[src/hdl/kit_pkg.sv]
// Shared types and constants for the keyed interval table.
`timescale 1ns / 1ps

package kit_pkg;

   localparam int ENTRIES    = 64;
   localparam int POS_BITS   = 32;
   localparam int KEY_BITS   = 8;
   localparam int VALUE_BITS = 32;
   localparam int CNT_BITS   = $clog2(ENTRIES + 1);

   typedef enum logic [3:0] {
      OP_ADD        = 4'd0,
      OP_REMOVE     = 4'd1,
      OP_CLEAR_KEY  = 4'd2,
      OP_CLEAR_ALL  = 4'd3,
      OP_LOOKUP     = 4'd4,
      OP_LOOKUP_ALL = 4'd5,
      OP_TEXT_INS   = 4'd6,
      OP_TEXT_DEL   = 4'd7,
      OP_MERGE      = 4'd8
   } op_type;

   typedef enum logic [1:0] {
      STAT_OK    = 2'd0,
      STAT_RANGE = 2'd1,
      STAT_FULL  = 2'd2
   } status_type;

   typedef enum logic [3:0] {
      CMD_HOLD,
      CMD_DROP_RANGE,
      CMD_DROP_KEY,
      CMD_DROP_ALL,
      CMD_TEXT_INS,
      CMD_TEXT_DEL,
      CMD_PACK,
      CMD_INSERT,
      CMD_ROTATE
   } cell_cmd_type;

   typedef enum logic [2:0] {
      ST_IDLE,
      ST_ACT,
      ST_PACK,
      ST_INSERT,
      ST_SCAN,
      ST_FINISH
   } fsm_type;

   typedef struct packed {
      logic                  valid;
      logic [POS_BITS-1:0]   start;
      logic [POS_BITS-1:0]   stop;
      logic [KEY_BITS-1:0]   key;
      logic [VALUE_BITS-1:0] value;
   } entry_type;

   typedef struct packed {
      cell_cmd_type        cmd;
      logic [POS_BITS-1:0] pos_a;
      logic [POS_BITS-1:0] pos_b;
      logic [KEY_BITS-1:0] key;
      entry_type           fresh;
   } cell_ctrl_type;

   function automatic logic [POS_BITS-1:0] sat_add(input logic [POS_BITS-1:0] x,
                                                   input logic [POS_BITS-1:0] y);
      logic [POS_BITS:0] sum;
      sum = {1'b0, x} + {1'b0, y};
      return sum[POS_BITS] ? {POS_BITS{1'b1}} : sum[POS_BITS-1:0];
   endfunction

endpackage

[src/hdl/kit_cell.sv]
// One slot of the span table chain with its local edit logic.
`timescale 1ns / 1ps

module kit_cell (
   input  logic                  clock,
   input  logic                  reset,
   input  kit_pkg::cell_ctrl_type ctrl,
   input  kit_pkg::entry_type    left_entry,
   input  logic                  left_valid,
   input  logic                  left_lt,
   input  kit_pkg::entry_type    right_entry,
   input  logic                  right_move,
   output kit_pkg::entry_type    entry_q,
   output logic                  lt_out,
   output logic                  move_out
);

   logic                         valid_ff, valid_in;
   kit_pkg::entry_type           data_ff, data_in;
   logic [kit_pkg::POS_BITS-1:0] len;

   assign entry_q  = '{valid: valid_ff, start: data_ff.start, stop: data_ff.stop,
                       key: data_ff.key, value: data_ff.value};
   assign lt_out   = valid_ff && (data_ff.start < ctrl.pos_a);
   assign move_out = !left_valid && valid_ff;
   assign len      = ctrl.pos_b - ctrl.pos_a;

   always_comb begin
      valid_in = valid_ff;
      data_in  = data_ff;
      case (ctrl.cmd)
         kit_pkg::CMD_DROP_RANGE: begin
            if (data_ff.key == ctrl.key && data_ff.start < ctrl.pos_b &&
                ctrl.pos_a < data_ff.stop) begin
               valid_in = 1'b0;
            end
         end
         kit_pkg::CMD_DROP_KEY: begin
            if (data_ff.key == ctrl.key) begin
               valid_in = 1'b0;
            end
         end
         kit_pkg::CMD_DROP_ALL: begin
            valid_in = 1'b0;
         end
         kit_pkg::CMD_TEXT_INS: begin
            if (data_ff.start >= ctrl.pos_a) begin
               data_in.start = kit_pkg::sat_add(data_ff.start, ctrl.pos_b);
               data_in.stop  = kit_pkg::sat_add(data_ff.stop, ctrl.pos_b);
            end else if (data_ff.stop > ctrl.pos_a) begin
               data_in.stop = kit_pkg::sat_add(data_ff.stop, ctrl.pos_b);
            end
         end
         kit_pkg::CMD_TEXT_DEL: begin
            if (data_ff.stop > ctrl.pos_a) begin
               if (data_ff.start >= ctrl.pos_b) begin
                  data_in.start = data_ff.start - len;
                  data_in.stop  = data_ff.stop - len;
               end else if (data_ff.start >= ctrl.pos_a && data_ff.stop <= ctrl.pos_b) begin
                  valid_in = 1'b0;
               end else if (data_ff.start < ctrl.pos_a && data_ff.stop > ctrl.pos_b) begin
                  data_in.stop = data_ff.stop - len;
               end else if (data_ff.start < ctrl.pos_a) begin
                  data_in.stop = ctrl.pos_a;
               end else begin
                  data_in.start = ctrl.pos_a;
                  data_in.stop  = data_ff.stop - len;
               end
            end
         end
         kit_pkg::CMD_PACK: begin
            // Holes bubble toward the tail one slot per cycle.
            if (right_move) begin
               valid_in = right_entry.valid;
               data_in  = right_entry;
            end else if (move_out) begin
               valid_in = 1'b0;
            end
         end
         kit_pkg::CMD_INSERT: begin
            if (!lt_out && left_lt) begin
               valid_in = 1'b1;
               data_in  = ctrl.fresh;
            end else if (!left_lt) begin
               valid_in = left_entry.valid;
               data_in  = left_entry;
            end
         end
         kit_pkg::CMD_ROTATE: begin
            valid_in = right_entry.valid;
            data_in  = right_entry;
         end
         default: begin
         end
      endcase
   end

   always_ff @(posedge clock) begin
      if (reset) begin
         valid_ff <= 1'b0;
      end else begin
         valid_ff <= valid_in;
      end
      data_ff <= data_in;
   end

endmodule

[config.mk]
export PLATFORM = sky130hd
export DESIGN_NAME = kit_cell
export DESIGN_NICKNAME = d
export VERILOG_FILES = /design/src/hdl/kit_pkg.sv /design/src/hdl/kit_cell.sv
export SDC_FILE = /design/constraint.sdc
export NUM_CORES = 1
export LEC_CHECK = 0
export BUFFER_PORTS_ARGS = -buffer_cell sky130_fd_sc_hd__clkbuf_2
export CORE_MARGIN = 5
export CORE_UTILIZATION = 40
export DETAILED_ROUTE_END_ITERATION = 16
export HOLD_SLACK_MARGIN = 0.06
export PLACE_DENSITY_LB_ADDON = 0.12
export RECOVER_POWER = 25
export SLEW_MARGIN = 10
export SYNTH_ARGS = -nofsm -noshare
export SYNTH_HDL_FRONTEND = slang
export SYNTH_SLANG_ARGS = --single-unit
[constraint.sdc]
create_clock -name clock -period 6.77 [get_ports clock]
set_clock_uncertainty 0.1 [all_clocks]
set_input_delay 1.354 -clock clock [delete_from_list [all_inputs] [get_ports clock]]
set_output_delay 1.354 -clock clock [all_outputs]
set_load 0.05 [all_outputs]
==> metrics.cfg <==
[run_status]
status = finished, final reports clean

[sta]
rsz0062_at_grt = yes
fmax_ghz = 0.150
whs_ps = 470
min_period_ps = 6670
drv_slew = 0
final-hold-violation-count = 0
finalSetupViolations = 0
slew_headroom_pct = 31.6
tightestPinTransition_ps = 1020
fin_crit_sh_pct = 98.5

[logic_synthesis]
synth_cell_type_count = 106
synth-edff-count = 104
synth_area_leaders = edfxtp_1 17%, ha_1 17%, a21oi_1 7.7%
synthCells = 2294
synth_seq_cells = 105
synthFlopType = edfxtp_1
syn_nets = 2942
synth_largest_area_cell = edfxtp_1
avgSynthCellArea_sq_um = 7.89
seq_area_frac_synth_pct = 17.4
synth.most_common_cell = a21oi_1
synth_top_area_share_pct = 17.3
ys_warn_count = 0
synth_area_sq_um = 18100
synthTopCellsByCount = 280 x a21oi_1, 247 x ha_1, 218 x o21ai_0
async_flop_share_pct = 0

[detailed_routing]
via_per_inst = 5.72
dr.pass1.iters = 8
routed_wl_mm = 79.4
drc = 0
drt_iter0_drc = 1557
vias = 20400
wl_per_cell_um = 22.3
ant_nets = 0

[setup_path]
slowest_stage = fa_2
path_max_fanout = 4
rr_worst_depth = 19
crit_type = input pin to flop
critPathCaptureType = flop
cpPeakStageDelay_ps = 410
worstPathArrival_ps = 6730
worstReg2RegEnd = entry_q[103]$_DFFE_PP_
worstSetupStartpoint = ctrl[113]
critPathCapture = entry_q[102]$_DFFE_PP_
cp-start-kind = input pin
r2r_slack_ps = 1080
path_common_cell = a2111oi_4
required_ps = 6830
reg2reg_from = entry_q[73]$_DFFE_PP_

[layout]
antenna_cells = 0
drive_above_1_share_pct = 27.3
fin_area_sq_um = 23500
final_cells = 3566
final_nets = 3609
area_delta_synth_final_pct = 30.0

[die]
ios = 503
start_util_pct = 40.1
core_area_sq_um = 45100
die-area_sq_um = 49600
core.rowCount = 78
dieHeight_um = 223
die_w_um = 223

[hold_path]
hold_class = flop to flop
worstHoldPathCells = 2

[placement]
placed_cells = 3534
port_buffers = 501
place.gp.congestion = 0.982
postPlaceCellArea_sq_um = 22800
dp_hpwl_mm = 65.4

[clock_tree]
root_buffer = clkbuf_16
cts_max_level = 3
tritoncts = done
numCtsBuffers = 9
clk_pin_slew_ps = 100
clockBufferDepth = 2
insertion_delay_ps = 410
cts_sinks = 105

[global_routing]
grt_pass1_wl_mm = 118
grt_pass1_vias = 20200
grt_max_degree = 78
track_usage_pct = 30.2
grt-ovfl-total = 0
antenna_found_initial = 0

[pwr]
cellPowerDensity_nw_per_um2 = 194
totalPowerFinal_w = 0.00457
ir_drop_mv = 0.115
p_leak_nw = 11.0

[flow_run]
maxCapViolCount = 0

-- worst min-delay path by stage --
stage,startpoint,end,slack [ps]
floorplan,valid_ff$_SDFFE_PP0P_,valid_ff$_SDFFE_PP0P_,370
global placement,valid_ff$_SDFFE_PP0P_,valid_ff$_SDFFE_PP0P_,450
detailed placement,valid_ff$_SDFFE_PP0P_,valid_ff$_SDFFE_PP0P_,450
CTS,valid_ff$_SDFFE_PP0P_,valid_ff$_SDFFE_PP0P_,460
global route,valid_ff$_SDFFE_PP0P_,valid_ff$_SDFFE_PP0P_,490
finish,valid_ff$_SDFFE_PP0P_,valid_ff$_SDFFE_PP0P_,470
-- state kept, by name, summed over array words and instances, names as in the netlist --
| register | count |
|---|---|
| entry_q | 104 |
| valid_ff | 1 |
-- power by group --
part / switching [W] / total (W) / internal (W)
Clock: 0.000346 / 0.000616 / 0.000270
Sequential: 0.0000995 / 0.000895 / 0.000795
Combinational: 0.00174 / 0.00306 / 0.00132
Total: 0.00219 / 0.00457 / 0.00238
-- layout make-up --
class | instances | area [sq um]
fillers | 4498 | 21500
multi-input cells | 1942 | 14400
repair buffers | 749 | 4360
flip-flops and latches | 105 | 3140
well taps | 600 | 751
inverters | 154 | 581
clock buffers | 9 | 225
clock inverters | 7 | 88.8
-- worst max-delay path: cells and delay by family --
family | cells | cell delay (ps)
AO/OA/AOI/OAI | 17 | 3190
XOR/XNOR | 1 | 200
adder cells (fa/ha/maj) | 3 | 810
buffers and inverters | 5 | 510
multiplexers | 1 | 270
AND/OR/NAND/NOR | 2 | 380
-- cell usage in the layout, fill, tap and decap left out, drive strengths merged, types with 48 or more instances in the layout --
cell type	count
clkbuf	509
a21oi	282
buf	249
ha	247
o21ai	223
nor2	183
inv	158
nand2	140
mux2i	107
xnor2	107
edfxtp	104
a21o	48
-- layer usage --
| metal | global-route usage (%) | vias up | wire (um) |
|---|---|---|---|
| li1 | - | 9813 | - |
| met3 | 3.78 | 105 | 4570 |
| met2 | 51.5 | 715 | 37800 |
| met4 | 8.10 | 0 | 2310 |
| met1 | 40.5 | 9779 | 34700 |
| met5 | 0 | - | 0 |
-- what timing repair did --
item                                    in CTS  in global routing
pin swaps                                   19                 46
gates resized for setup                     25                 51
hold buffers                                 0                  0
gates cloned                                 0                  0
endpoints found under the setup margin      17                 17
buffers inserted                             9                 10
-- kinds of logic (layout without fill, tap and decap cells) --
kind of cell / count (synthesis) / after routing / share of synthesized area (%)
compound gates: 810 / 810 / 28.0
simple gates: 607 / 607 / 16.5
fa+ha+maj: 272 / 272 / 18.7
buf+inv: 247 / 919 / 5.90
xor+xnor: 143 / 143 / 7.33
mux: 110 / 110 / 6.10
flops: 105 / 105 / 17.4
-- stage by stage --
| stage | util, % | setup slack, ps | setup TNS, ps |
|---|---|---|---|
| global route | 52.2 | -179 | -811 |
| floorplan | - | 29.4 | 0 |
| global placement | 50.5 | -749 | -10210 |
| detailed placement | 50.5 | -895 | -12110 |
| finish | 52.2 | 101 | 0 |
| CTS | 51.6 | 7.33 | 0 |
Power figures use the tool's default switching activity.
